File: src/rtl/bmr_pkg.sv
// ----------------------------------------------------------------------------
// bmr_pkg
// Shared constants, codes and types of the button macro recorder.
// ----------------------------------------------------------------------------
package bmr_pkg;

  // pin and field widths
  localparam int PIN_W  = 6;
  localparam int IDX_W  = 8;
  localparam int MODE_W = 3;
  localparam int CFG_W  = 8;

  // sample store geometry
  localparam int STORE_DEPTH = 128;
  localparam int STORE_AW    = $clog2(STORE_DEPTH);
  localparam logic [IDX_W-1:0] STORE_DEPTH_IDX = IDX_W'(STORE_DEPTH);

  // pin assignment: five buttons and the record/play pin
  localparam logic [PIN_W-1:0] BUTTON_MASK = 6'h37;
  localparam int               RP_BIT      = 3;

  // item kinds
  localparam logic FUNC_TICK   = 1'b0;
  localparam logic FUNC_CHANGE = 1'b1;

  // operating modes
  localparam logic [MODE_W-1:0] MODE_IDLE     = 3'd0;
  localparam logic [MODE_W-1:0] MODE_DEBOUNCE = 3'd1;
  localparam logic [MODE_W-1:0] MODE_WAIT     = 3'd2;
  localparam logic [MODE_W-1:0] MODE_RECORD   = 3'd3;
  localparam logic [MODE_W-1:0] MODE_PLAY     = 3'd4;

  // configuration register indexes
  localparam int CFG_IDX_W = 2;
  localparam logic [CFG_IDX_W-1:0] CFG_DEBOUNCE = 2'd0;
  localparam logic [CFG_IDX_W-1:0] CFG_INTERVAL = 2'd1;

  // configuration reset values
  localparam logic [CFG_W-1:0] DEBOUNCE_RST = 8'd20;
  localparam logic [CFG_W-1:0] INTERVAL_RST = 8'd10;

  // current configuration
  typedef struct packed {
    logic [CFG_W-1:0] debounce_ticks;
    logic [CFG_W-1:0] step_interval;
  } cfg_t;

  // one result item
  typedef struct packed {
    logic [PIN_W-1:0]  tristate_mask;
    logic [PIN_W-1:0]  drive_level;
    logic [MODE_W-1:0] mode;
    logic [IDX_W-1:0]  recorded_length;
  } result_t;

endpackage

File: src/rtl/bmr_if.sv
// ----------------------------------------------------------------------------
// bmr_if
// Valid/ready channels for input items and result items.
// ----------------------------------------------------------------------------
interface bmr_in_if;
  logic       valid;
  logic       ready;
  logic       func;
  logic [5:0] pin_levels;

  modport source (output valid, output func, output pin_levels, input ready);
  modport sink   (input valid, input func, input pin_levels, output ready);
endinterface

interface bmr_out_if;
  logic       valid;
  logic       ready;
  logic [5:0] tristate_mask;
  logic [5:0] drive_level;
  logic [2:0] mode;
  logic [7:0] recorded_length;

  modport source (output valid, output tristate_mask, output drive_level, output mode,
                  output recorded_length, input ready);
  modport sink   (input valid, input tristate_mask, input drive_level, input mode,
                  input recorded_length, output ready);
endinterface

File: src/rtl/bmr_ram.sv
// ----------------------------------------------------------------------------
// bmr_ram
// Generic single-write, single-read memory with registered read data.
// ----------------------------------------------------------------------------
module bmr_ram #(
  parameter int WIDTH = 8,
  parameter int DEPTH = 16
) (
  input  logic                     clk_i,
  input  logic                     we_i,
  input  logic [$clog2(DEPTH)-1:0] waddr_i,
  input  logic [WIDTH-1:0]         wdata_i,
  input  logic [$clog2(DEPTH)-1:0] raddr_i,
  output logic [WIDTH-1:0]         rdata_o
);

  logic [WIDTH-1:0] mem_q [DEPTH];

  // write port
  always_ff @(posedge clk_i) begin
    if (we_i) begin
      mem_q[waddr_i] <= wdata_i;
    end
  end

  // registered read port
  always_ff @(posedge clk_i) begin
    rdata_o <= mem_q[raddr_i];
  end

endmodule

File: src/rtl/bmr_cfg.sv
// ----------------------------------------------------------------------------
// bmr_cfg
// Configuration registers: debounce length and sample interval.
// ----------------------------------------------------------------------------
module bmr_cfg import bmr_pkg::*; (
  input  logic                 clk_i,
  input  logic                 rst_ni,
  input  logic                 cfg_we_i,
  input  logic [CFG_IDX_W-1:0] cfg_idx_i,
  input  logic [CFG_W-1:0]     cfg_data_i,
  output cfg_t                 cfg_o
);

  logic [CFG_W-1:0] debounce_q;
  logic [CFG_W-1:0] interval_q;

  // register writes, unknown indexes are dropped
  always_ff @(posedge clk_i or negedge rst_ni) begin
    if (!rst_ni) begin
      debounce_q <= DEBOUNCE_RST;
      interval_q <= INTERVAL_RST;
    end else if (cfg_we_i) begin
      case (cfg_idx_i)
        CFG_DEBOUNCE: debounce_q <= cfg_data_i;
        CFG_INTERVAL: interval_q <= cfg_data_i;
        default: ;
      endcase
    end
  end

  assign cfg_o.debounce_ticks = debounce_q;
  assign cfg_o.step_interval  = interval_q;

endmodule

File: src/rtl/bmr_fsm.sv
// ----------------------------------------------------------------------------
// bmr_fsm
// Mode sequencer: debounce, wait, record and playback, with the sample store.
// ----------------------------------------------------------------------------
module bmr_fsm import bmr_pkg::*; (
  input  logic             clk_i,
  input  logic             rst_ni,
  input  logic             accept_i,
  input  logic             func_i,
  input  logic [PIN_W-1:0] pins_i,
  input  cfg_t             cfg_i,
  output result_t          result_o
);

  logic [MODE_W-1:0] mode_q, mode_d;
  logic [IDX_W-1:0]  tick_q, tick_d;
  logic [IDX_W-1:0]  idx_q, idx_d;
  logic [IDX_W-1:0]  len_q, len_d;
  logic [PIN_W-1:0]  tri_q, tri_d;
  logic [PIN_W-1:0]  lvl_q, lvl_d;

  logic                held;
  logic [IDX_W-1:0]    tick_inc;
  logic [IDX_W-1:0]    idx_inc;
  logic                st_we;
  logic [STORE_AW-1:0] st_waddr;
  logic [PIN_W-1:0]    st_rdata;

  assign held     = ~pins_i[RP_BIT];
  assign tick_inc = tick_q + IDX_W'(1);
  assign idx_inc  = idx_q + IDX_W'(1);

  // next state for one item
  always_comb begin
    mode_d   = mode_q;
    tick_d   = tick_q;
    idx_d    = idx_q;
    len_d    = len_q;
    tri_d    = tri_q;
    lvl_d    = lvl_q;
    st_we    = 1'b0;
    st_waddr = idx_q[STORE_AW-1:0];
    if (accept_i) begin
      if (func_i == FUNC_CHANGE) begin
        // change event only arms the debounce from idle
        if (mode_q == MODE_IDLE) begin
          mode_d = MODE_DEBOUNCE;
          tick_d = '0;
        end
      end else begin
        case (mode_q)
          MODE_DEBOUNCE: begin
            lvl_d = pins_i;
            if (held) begin
              tick_d = tick_inc;
              if (tick_inc >= cfg_i.debounce_ticks) begin
                tri_d  = BUTTON_MASK;
                mode_d = MODE_WAIT;
              end
            end else begin
              tri_d  = BUTTON_MASK;
              mode_d = MODE_IDLE;
            end
          end
          MODE_WAIT: begin
            lvl_d = pins_i;
            if (held) begin
              // any button pressed starts recording with the first sample
              if ((~pins_i & BUTTON_MASK) != '0) begin
                tick_d   = '0;
                st_we    = 1'b1;
                st_waddr = '0;
                idx_d    = IDX_W'(1);
                mode_d   = MODE_RECORD;
              end
            end else begin
              tick_d = '0;
              idx_d  = '0;
              mode_d = MODE_PLAY;
            end
          end
          MODE_RECORD: begin
            lvl_d = pins_i;
            if (held) begin
              tick_d = tick_inc;
              if (tick_inc == cfg_i.step_interval) begin
                tick_d = '0;
                st_we  = (idx_q < STORE_DEPTH_IDX);
                idx_d  = idx_inc;
                // store full
                if (idx_inc >= STORE_DEPTH_IDX) begin
                  len_d  = idx_inc;
                  tri_d  = BUTTON_MASK;
                  mode_d = MODE_IDLE;
                end
              end
            end else begin
              len_d  = idx_q;
              tri_d  = BUTTON_MASK;
              mode_d = MODE_IDLE;
            end
          end
          MODE_PLAY: begin
            tick_d = tick_inc;
            if (tick_inc == cfg_i.step_interval) begin
              tick_d = '0;
              if ((idx_q >= len_q) || (idx_q >= STORE_DEPTH_IDX)) begin
                tri_d  = BUTTON_MASK;
                mode_d = MODE_IDLE;
              end else begin
                // drive pressed buttons low, release the rest
                tri_d = st_rdata & BUTTON_MASK;
                lvl_d = st_rdata & BUTTON_MASK;
                idx_d = idx_inc;
              end
            end
          end
          default: ;
        endcase
      end
    end
  end

  // state registers
  always_ff @(posedge clk_i or negedge rst_ni) begin
    if (!rst_ni) begin
      mode_q <= MODE_IDLE;
      tick_q <= '0;
      idx_q  <= '0;
      len_q  <= '0;
      tri_q  <= BUTTON_MASK;
      lvl_q  <= '0;
    end else begin
      mode_q <= mode_d;
      tick_q <= tick_d;
      idx_q  <= idx_d;
      len_q  <= len_d;
      tri_q  <= tri_d;
      lvl_q  <= lvl_d;
    end
  end

  // sample store, read address follows the next index so the entry is ready
  bmr_ram #(
    .WIDTH (PIN_W),
    .DEPTH (STORE_DEPTH)
  ) u_store (
    .clk_i   (clk_i),
    .we_i    (st_we),
    .waddr_i (st_waddr),
    .wdata_i (pins_i),
    .raddr_i (idx_d[STORE_AW-1:0]),
    .rdata_o (st_rdata)
  );

  // result as seen after this item
  assign result_o.tristate_mask   = tri_d;
  assign result_o.drive_level     = lvl_d & BUTTON_MASK;
  assign result_o.mode            = mode_d;
  assign result_o.recorded_length = len_d;

endmodule

File: src/rtl/button_macro_recorder_core.sv
// ----------------------------------------------------------------------------
// button_macro_recorder_core
// Records and replays patterns of five active-low buttons under control of a
// record/play pin.
// ----------------------------------------------------------------------------
// Every accepted item (timer tick or record/play change event) yields exactly
// one result item, registered and valid in the next cycle. A new item is taken
// every clock cycle as long as the result register is empty or being drained
// in the same cycle, so the sustained rate is one item per cycle; it is set by
// the single mode/state register update per item. The 128-entry sample store
// is a RAM with registered read whose address tracks the next playback index,
// so an entry is always read out before the tick that replays it. The store
// needs no clearing after reset. Configuration writes should be made while no
// result is pending.
module button_macro_recorder_core import bmr_pkg::*; (
  input  logic                 clk_i,
  input  logic                 rst_ni,
  input  logic                 cfg_we_i,
  input  logic [CFG_IDX_W-1:0] cfg_idx_i,
  input  logic [CFG_W-1:0]     cfg_data_i,
  bmr_in_if.sink               in_chan,
  bmr_out_if.source            out_chan
);

  cfg_t    cfg;
  result_t result_d;
  result_t result_q;
  logic    out_valid_q;
  logic    accept;

  // take an item whenever the result register is free or being emptied
  assign in_chan.ready = ~out_valid_q | out_chan.ready;
  assign accept        = in_chan.valid & in_chan.ready;

  // configuration registers
  bmr_cfg u_cfg (
    .clk_i      (clk_i),
    .rst_ni     (rst_ni),
    .cfg_we_i   (cfg_we_i),
    .cfg_idx_i  (cfg_idx_i),
    .cfg_data_i (cfg_data_i),
    .cfg_o      (cfg)
  );

  // mode sequencer and sample store
  bmr_fsm u_fsm (
    .clk_i    (clk_i),
    .rst_ni   (rst_ni),
    .accept_i (accept),
    .func_i   (in_chan.func),
    .pins_i   (in_chan.pin_levels),
    .cfg_i    (cfg),
    .result_o (result_d)
  );

  // result valid flag
  always_ff @(posedge clk_i or negedge rst_ni) begin
    if (!rst_ni) begin
      out_valid_q <= 1'b0;
    end else if (accept) begin
      out_valid_q <= 1'b1;
    end else if (out_chan.ready) begin
      out_valid_q <= 1'b0;
    end
  end

  // result payload
  always_ff @(posedge clk_i) begin
    if (accept) begin
      result_q <= result_d;
    end
  end

  assign out_chan.valid           = out_valid_q;
  assign out_chan.tristate_mask   = result_q.tristate_mask;
  assign out_chan.drive_level     = result_q.drive_level;
  assign out_chan.mode            = result_q.mode;
  assign out_chan.recorded_length = result_q.recorded_length;

endmodule
File: src/flat_wrapper.sv
// flat-port wrapper written by rule: the top's interface ports become plain ports
module button_macro_recorder_core_flat import bmr_pkg::*;
  (clk_i, rst_ni, cfg_we_i, cfg_idx_i, cfg_data_i, in_chan_valid, in_chan_func, in_chan_pin_levels, in_chan_ready, out_chan_valid, out_chan_tristate_mask, out_chan_drive_level, out_chan_mode, out_chan_recorded_length, out_chan_ready);
  bmr_in_if in_chan_i ();
  bmr_out_if out_chan_i ();
  input  logic clk_i;
  input  logic rst_ni;
  input  logic cfg_we_i;
  input  logic [CFG_IDX_W-1:0] cfg_idx_i;
  input  logic [CFG_W-1:0] cfg_data_i;
  input wire logic [$bits(in_chan_i.valid)-1:0] in_chan_valid;
  input wire logic [$bits(in_chan_i.func)-1:0] in_chan_func;
  input wire logic [$bits(in_chan_i.pin_levels)-1:0] in_chan_pin_levels;
  output wire logic [$bits(in_chan_i.ready)-1:0] in_chan_ready;
  output wire logic [$bits(out_chan_i.valid)-1:0] out_chan_valid;
  output wire logic [$bits(out_chan_i.tristate_mask)-1:0] out_chan_tristate_mask;
  output wire logic [$bits(out_chan_i.drive_level)-1:0] out_chan_drive_level;
  output wire logic [$bits(out_chan_i.mode)-1:0] out_chan_mode;
  output wire logic [$bits(out_chan_i.recorded_length)-1:0] out_chan_recorded_length;
  input wire logic [$bits(out_chan_i.ready)-1:0] out_chan_ready;
  assign in_chan_i.valid = in_chan_valid;
  assign in_chan_i.func = in_chan_func;
  assign in_chan_i.pin_levels = in_chan_pin_levels;
  assign in_chan_ready = in_chan_i.ready;
  assign out_chan_valid = out_chan_i.valid;
  assign out_chan_tristate_mask = out_chan_i.tristate_mask;
  assign out_chan_drive_level = out_chan_i.drive_level;
  assign out_chan_mode = out_chan_i.mode;
  assign out_chan_recorded_length = out_chan_i.recorded_length;
  assign out_chan_i.ready = out_chan_ready;
  button_macro_recorder_core u_core (.clk_i(clk_i), .rst_ni(rst_ni), .cfg_we_i(cfg_we_i), .cfg_idx_i(cfg_idx_i), .cfg_data_i(cfg_data_i), .in_chan(in_chan_i), .out_chan(out_chan_i));
endmodule
File: config.mk
export PLATFORM = sky130hd
export DESIGN_NAME = button_macro_recorder_core_flat
export DESIGN_NICKNAME = d
export VERILOG_FILES = /design/src/rtl/bmr_pkg.sv /design/src/rtl/bmr_if.sv /design/src/rtl/bmr_ram.sv /design/src/rtl/bmr_cfg.sv /design/src/rtl/bmr_fsm.sv /design/src/rtl/button_macro_recorder_core.sv /design/src/flat_wrapper.sv
export SDC_FILE = /design/constraint.sdc
export NUM_CORES = 1
export LEC_CHECK = 0
export BUFFER_PORTS_ARGS = -buffer_cell sky130_fd_sc_hd__buf_2
export CAP_MARGIN = 20
export CORE_MARGIN = 5
export CORE_UTILIZATION = 40
export DETAILED_ROUTE_END_ITERATION = 8
export GPL_ROUTABILITY_DRIVEN = 0
export GPL_TIMING_DRIVEN = 0
export PLACE_DENSITY = 0.53
export SKIP_LAST_GASP = 1
export SLEW_MARGIN = 40
export SYNTH_ARGS = -nofsm -noshare
export SYNTH_HDL_FRONTEND = slang
export SYNTH_SLANG_ARGS = --single-unit
File: constraint.sdc
create_clock -name clk_i -period 11.3 [get_ports clk_i]
set_input_delay 2.825 -clock clk_i [delete_from_list [all_inputs] [get_ports clk_i]]
set_output_delay 2.825 -clock clk_i [all_outputs]
set_load 0.02 [all_outputs]
# Yosys cells after proc, flatten, opt, wreduce, memory -nomap -nowiden
# Memory sizes are Yosys's and may differ from the RTL's. A register that Yosys moved wholly into a read port is not among the register bits.
# Cells that the tools add are included.
# totals
regBits	78
ramBits	768
input_bits	22
memories	1
# mem_list
memory	depth	width	rd	rd_clocked_by_memory_dff	write_ports	line_no	rtl
u_core.u_fsm.u_store.mem_q	128	6	1	1	1	bmr_ram.sv:17	logic [WIDTH-1:0] mem_q [DEPTH];
# classes
add_sub_neg	2
magnitude_cmp	5
n_eq_ne	15
n_mux	67
bitwise	5
n_reduce_logical	14
# ops
operator	n
$mux W8	19
$mux W6	13
$mux W7	7
$mux W3	12
$pmux W8 S4	1
$pmux W8 S3	1
$pmux W6 S3	1
$add A8 B1 Y8 const B	2
$ge A8 B8 Y1	2
$ge A8 B8 Y1 const B	2
$pmux W3 S4	1
$pmux W6 S2	1
$mux W1	10
$ne A3 B3 Y1 const B	3
$eq A8 B8 Y1	1
$lt A8 B8 Y1 const B	1
$ne A2 B2 Y1 const B	4
$reduce_and A8 Y1	1
$eq A3 B2 Y1 const B	2
$not A6 Y6	1
$reduce_and A6 Y1	1
$reduce_bool A6 Y1	1
$reduce_and A5 Y1	1
$reduce_bool A5 Y1	1
16 further kinds	19

# Longest topological paths before layout
# depth
depth_word	9
ltp_mapped	21
mapped_depth_nobuf	15

# Hierarchy
# A second synthesis with hierarchy kept.
# hier_totals
cells_unflattened	1757
hier_area_um2	34635.7
# by_module_without_submodules
mod	n_inst	cells_each	area_each_um2	seq_area_each_um2
bmr_ram	1	1271	29923.7	23182.2
bmr_fsm	1	425	3352.0	957.2
button_macro_recorder_core	1	27	744.5	715.7
bmr_cfg	1	34	615.6	405.4

# Least setup slack after synthesis
# OpenSTA, ideal clock, no wires.
# synth_timing
path_kind	input-to-output
from	in out_chan_ready
to	out in_chan_ready
t_arrival_ps	3094
required_time_ps	8475
path_slack_ps	5381
cell_stages	1
n_path_buf	0
path_cell_list	nand2b_1
# synth_between
elab_chain_cells	1
# synth_rtl
item	line_no	rtl
start: declaration	flat_wrapper.sv:20	input wire logic [$bits(out_chan_i.ready)-1:0] out_chan_ready;
$or A1 B1 Y1	button_macro_recorder_core.sv:32	assign in_chan.ready = ~out_valid_q | out_chan.ready;
end: declaration	flat_wrapper.sv:14	output wire logic [$bits(in_chan_i.ready)-1:0] in_chan_ready;
# No other way between the ends.

# Worst setup path after layout
# layout_timing
from	in in_chan_pin_levels[5]
to	reg u_core.u_fsm.u_store.rdata_o[4], read port of u_core.u_fsm.u_store.mem_q
# layout_between
elab_chain_cells	7
# layout_rtl
item	line_no	rtl
start: declaration	flat_wrapper.sv:13	input wire logic [$bits(in_chan_i.pin_levels)-1:0] in_chan_pin_levels;
$not A6 Y6	bmr_fsm.sv:69	if ((~pins_i & BUTTON_MASK) != '0) begin
$reduce_bool A6 Y1	bmr_fsm.sv:69	
$mux W8	bmr_fsm.sv:69	
$mux W8	bmr_fsm.sv:67	if (held) begin
$pmux W8 S3	bmr_fsm.sv:51	case (mode_q)
$mux W7	bmr_fsm.sv:44	if (func_i == FUNC_CHANGE) begin
$mux W7	bmr_fsm.sv:43	if (accept_i) begin
end: declaration	bmr_ram.sv:14	output logic [WIDTH-1:0] rdata_o
# No other way between the ends. The select of a mux whose other input is x is not followed.
# A chain may end at the register's enable or synchronous reset.

==> results.txt <==
- Final Max Slew Viols: 0
- Xor-xnor portion of the synthesized cell area: less than 1%
* Number of different library cells in the post-synthesis netlist: 77
- Summing all multi-input logic gate instances after layout gives around 8500 sq um.
- Area added between synthesis and finish: 13.6%
* Top layer in use: met5
- Pin count of the biggest net entering global routing: 97
- Of the total power, registers draw 45.0%.
* Clk buf depth: 3
- Placement Rows: around 100
- WL met2: 44.0 mm
- Launching element of the worst setup path: in_chan_pin_levels[5]
* Cell type contributing the most total cell area after synthesis: edfxtp_1
- Most numerous cell on the critical path: mux2i_1
* Post-route clock skew: around 0.025 ns
- Walking the worst path, the cells encountered are buf_8, buf_16, nand4_1, o2111ai_1, nor2_1, nor2_1, o31a_1, buf_1, a31o_1, buf_2, buf_6, buf_4, mux2i_1, mux2i_1, mux2i_1, o22ai_1, a2111oi_2, a2bb2oi_1.
- Clock transition at the registers of the reported paths: ~0.06 ns
- The number of antenna diodes in the final layout is 0.
* Met3 wirelength from detailed routing: a little under 8 mm
- Summed over all cells, the static leakage comes to roughly 12 nW.
- Area fraction in compound gates after synthesis: slightly below 8%
* Count of filler cells inserted in the layout: just under 7000
- Setup repair after global routing left no endpoint under its margin.
- Per-instance average area after synthesis: between 10 and 15 sq um
- Pin placement for this block handled 47 I/O pins.
- Buffers inserted to repair hold after CTS numbered 0.
- Global routing used between 20% and 30% of the available tracks across all layers.
- In the routed design, unresolved DRC markers number 0.
- The number of antenna violations at the first check in global routing came to 4.
- The worst path in the final design needs a cycle of between 7 and 8 ns, including I/O delays and setup.
* Number of violations reported at the end of detailed-routing iteration 0: 2476
- Before antenna repair, the detailed router went through 6 iterations.
- Warnings, synthesis: 0
* Worst slew margin relative to its limit: ~39%
* Share of async-settable or async-resettable flops after synthesis: under 10%
- Worst R2R Start: u_core.u_fsm.idx_q[0]$_DFF_PN0_
- The first global-routing pass estimated 140 mm of wire.
* Yosys top cell area share: about two thirds
- The clock reaches the later pin of the worst-skew pair after a little over 0.6 ns.
* Combined flip-flop and latch cell area: ~21000 sq um
- At the worst endpoint, the arrival time is 8.42 ns.
- Number of port buffers: 45
- Internal power summed over all cells: roughly 4.8 mW
- Post-synthesis instance area: roughly 30000 sq um
- Final number of hold-violating endpoints: 0
- Prior to clock tree synthesis, the placed netlist has a worst setup slack of 2.89 ns.
- For this block, the via count after detailed routing is between 20000 and 25000.
- Final routed wire length divided by cell count: 26.7 um
- The largest single stage delay on the critical path is between 0.6 and 0.7 ns.
- Summing the areas of all fa, ha and maj instances in the mapped netlist gives 0.774% of the synthesized area.
- Area of the die: between 80000 and 90000 sq um
* Max-cap violations: 0
- Outcome: finished clean
- Master of the slowest instance on the critical path: a2111oi_2
* Startpoint Class: input pin
* Net count of the finished layout: about 2600
- In the finished design, the share of the clock period the worst path needs comes to 70.8%.
* Crit-path max FO: 75
* Slew at the pin closest to its max-slew limit: 0.908 ns
* H-tree depth reported by CTS: 3
- Initial core utilization: about 40%
- By area the synthesized netlist is led by edfxtp_1, nand2_1, mux2i_1.
- The library cell used most frequently in the layout, excluding fill and tap cells, is edfxtp_1.
- Counting flops and latches in the post-synthesis netlist gives 722.
- Routed via count divided by cell count: 5.82
* Total routed wire length on the met1 layer: between 40 and 50 mm
- Buffers added to address setup during post-CTS repair amount to 0.
- Yosys mapped a number of flops with a built-in enable equal to ~660.
* Detailed-route wire length: roughly 97 mm
- Top library cells by usage in the layout, fill and taps aside: edfxtp_1, nand2_1, nor2_1
* Combinational family with the most area after synthesis: simple AND/OR/NAND/NOR gates
- The synthesized netlist devotes around 14% of its cell area to simple gates.
- Detailed placement HPWL: 66.0 mm
- Summed over all nets, the switching power comes to 1.94 mW.
- Counting every instance in the synthesized netlist gives about 2400.
- Clock tree synthesis found a total of between 700 and 800 sinks.
* Share of final-layout standard cells stronger than drive strength 1: 11.3%
- Highest attainable clock frequency: 0.125 GHz
- Die height: around 290 um
- Clk pwr share: between 30% and 40%
* Hold path startpoint: u_core.u_fsm.tri_q[2]$_DFF_PN1_
* Power density over the cells: roughly 190 nW/um^2
- Post-route antenna net violation count: 0
* Total overflow reported by the global router: 0
- Switching Share: around 29%
- Cts repair resizes: 0
- Combinational logic burns 18.9% of the power.
- Seq/Total Area, Yosys: around 70%
- The worst setup path is of the input pin to flip-flop kind.
* CTS tree: yes
- The worst hold path belongs to the class flip-flop to flip-flop.
* TNS Setup: 0 ns
* Syn nets: ~2400
* Floorplan core area: about 76000 sq um
- Least setup slack across all paths after layout: roughly 3.3 ns
- Clock tree synthesis selected as its root buffer the cell clkbuf_16.
- Setup violations remaining at the end of the flow were counted as 0.
* Number of global-route vias before repair: 20300
- In the synthesized netlist, mux cells make up under 10% of the area.
* Most used flip-flop cell after synthesis: edfxtp_1
- VDD sags by at most 118 uV.
* Horiz. Die Dim: ~290 um
- Category of the worst setup path capture point: flip-flop
- Number of buffers created by CTS: ~80
- For the worst setup path, the data required time is approximately 12 ns.
[Yosys cell counts (all sizes together) (10+ instances only)]
| library cell | instances |
|---|---|
| a311oi | 34 |
| inv | 45 |
| nand4 | 75 |
| clkbuf | 61 |
| a221oi | 18 |
| o22ai | 20 |
| a22oi | 10 |
| ha | 19 |
| nor2 | 181 |
| nand2 | 497 |
| o21ai | 50 |
| dfrtp | 46 |
| edfxtp | 662 |
| mux2i | 117 |
| nor3 | 11 |
| a21oi | 39 |
| a32oi | 41 |
| nand2b | 15 |
| o31ai | 15 |
| and3 | 21 |
| buf | 84 |
| a31oi | 26 |
| nand3 | 163 |
[area by class of cell]
type                            instances  area share [%]
Inverter                               45           0.484
Buffer                                145            2.03
Multi-Input combinational cell       1493            24.5
Clock buffer                          103            6.04
Timing Repair Buffer                   52            1.25
Sequential cell                       722            61.2
Tap cell                             1030            3.69
Clock inverter                         30           0.835
[power by group through the flow]
stage	combinational, mW	clock (mW)	sequential (mW)
floorplan	0.769	0	3.11
global placement	1.24	0	3.11
detailed placement	1.26	0	3.11
CTS	1.26	2.48	3.05
global route	1.38	2.60	3.06
finish	1.28	2.45	3.05
[through the flow]
stage | total power, mW | utilization [%] | cells | area (sq um) | hold slack (ns)
floorplan | 3.88 | - | 2405 | 30700 | 0.445
finish | 6.78 | 45.9 | 3620 | 34900 | 0.483
global route | 7.04 | 45.9 | 3620 | 34900 | 0.501
detailed placement | 4.36 | 42.7 | 3487 | 32500 | 0.466
global placement | 4.35 | 42.4 | 3480 | 32200 | 0.469
CTS | 6.80 | 45.9 | 3620 | 34900 | 0.479
[critical path, delay by kind of cell]
kind	cells	cell delay (ns)
simple gates	3	1.01
buf+inv	6	1.61
mux	3	0.75
compound gates	6	2.05
[routing by layer]
layer,vias to the layer above,track usage [%]
met5,-,0
met4,4,8.67
met3,231,4.22
met2,983,36.2
met1,10600,32.1
li1,9294,-
[sequential cells by signal (all words and copies together) (netlist names)]
name and count:
u_core.out_chan.valid 1, u_core.u_fsm.idx_q 8, u_core.u_fsm.len_q 8, u_core.out_chan.tristate_mask 6, u_core.u_fsm.tri_q 6, u_core.u_cfg.debounce_q 8
u_core.u_cfg.interval_q 8, u_core.u_fsm.u_store.mem_q 640, u_core.out_chan.recorded_length 8, u_core.out_chan.drive_level 5, u_core.u_fsm.lvl_q 5, u_core.u_fsm.tick_q 8
u_core.u_fsm.mode_q 3, u_core.u_fsm.u_store.rdata_o 5, u_core.out_chan.mode 3
[logic make-up (layout without fill, tap and decap cells)]
kind of cell	after synthesis	count (layout)
AO/OA/AOI/OAI	323	323
adder cells (fa/ha/maj)	19	19
AND/OR/NAND/NOR	1009	1009
XOR/XNOR	15	15
buffers and inverters	190	375
flip-flops	722	722
multiplexers	126	126
other	1	1
[worst paths after layout]
check,slack (ns),endpoint,cells after the start
setup / recovery,3.30,u_core.u_fsm.u_store.rdata_o[4]$_DFF_P_,18
hold / removal,0.48,u_core.u_fsm.tri_q[2]$_DFF_PN1_,2
setup reg to reg,5.12,u_core.u_fsm.u_store.rdata_o[1]$_DFF_P_,17
hold reg to reg,0.48,u_core.u_fsm.tri_q[2]$_DFF_PN1_,2
max in group asynchronous,8.73,u_core.u_fsm.tri_q[2]$_DFF_PN1_,1
min in group asynchronous,2.18,u_core.u_fsm.tick_q[6]$_DFFE_PN0P_,1
(Power assumes the default switching activity.)
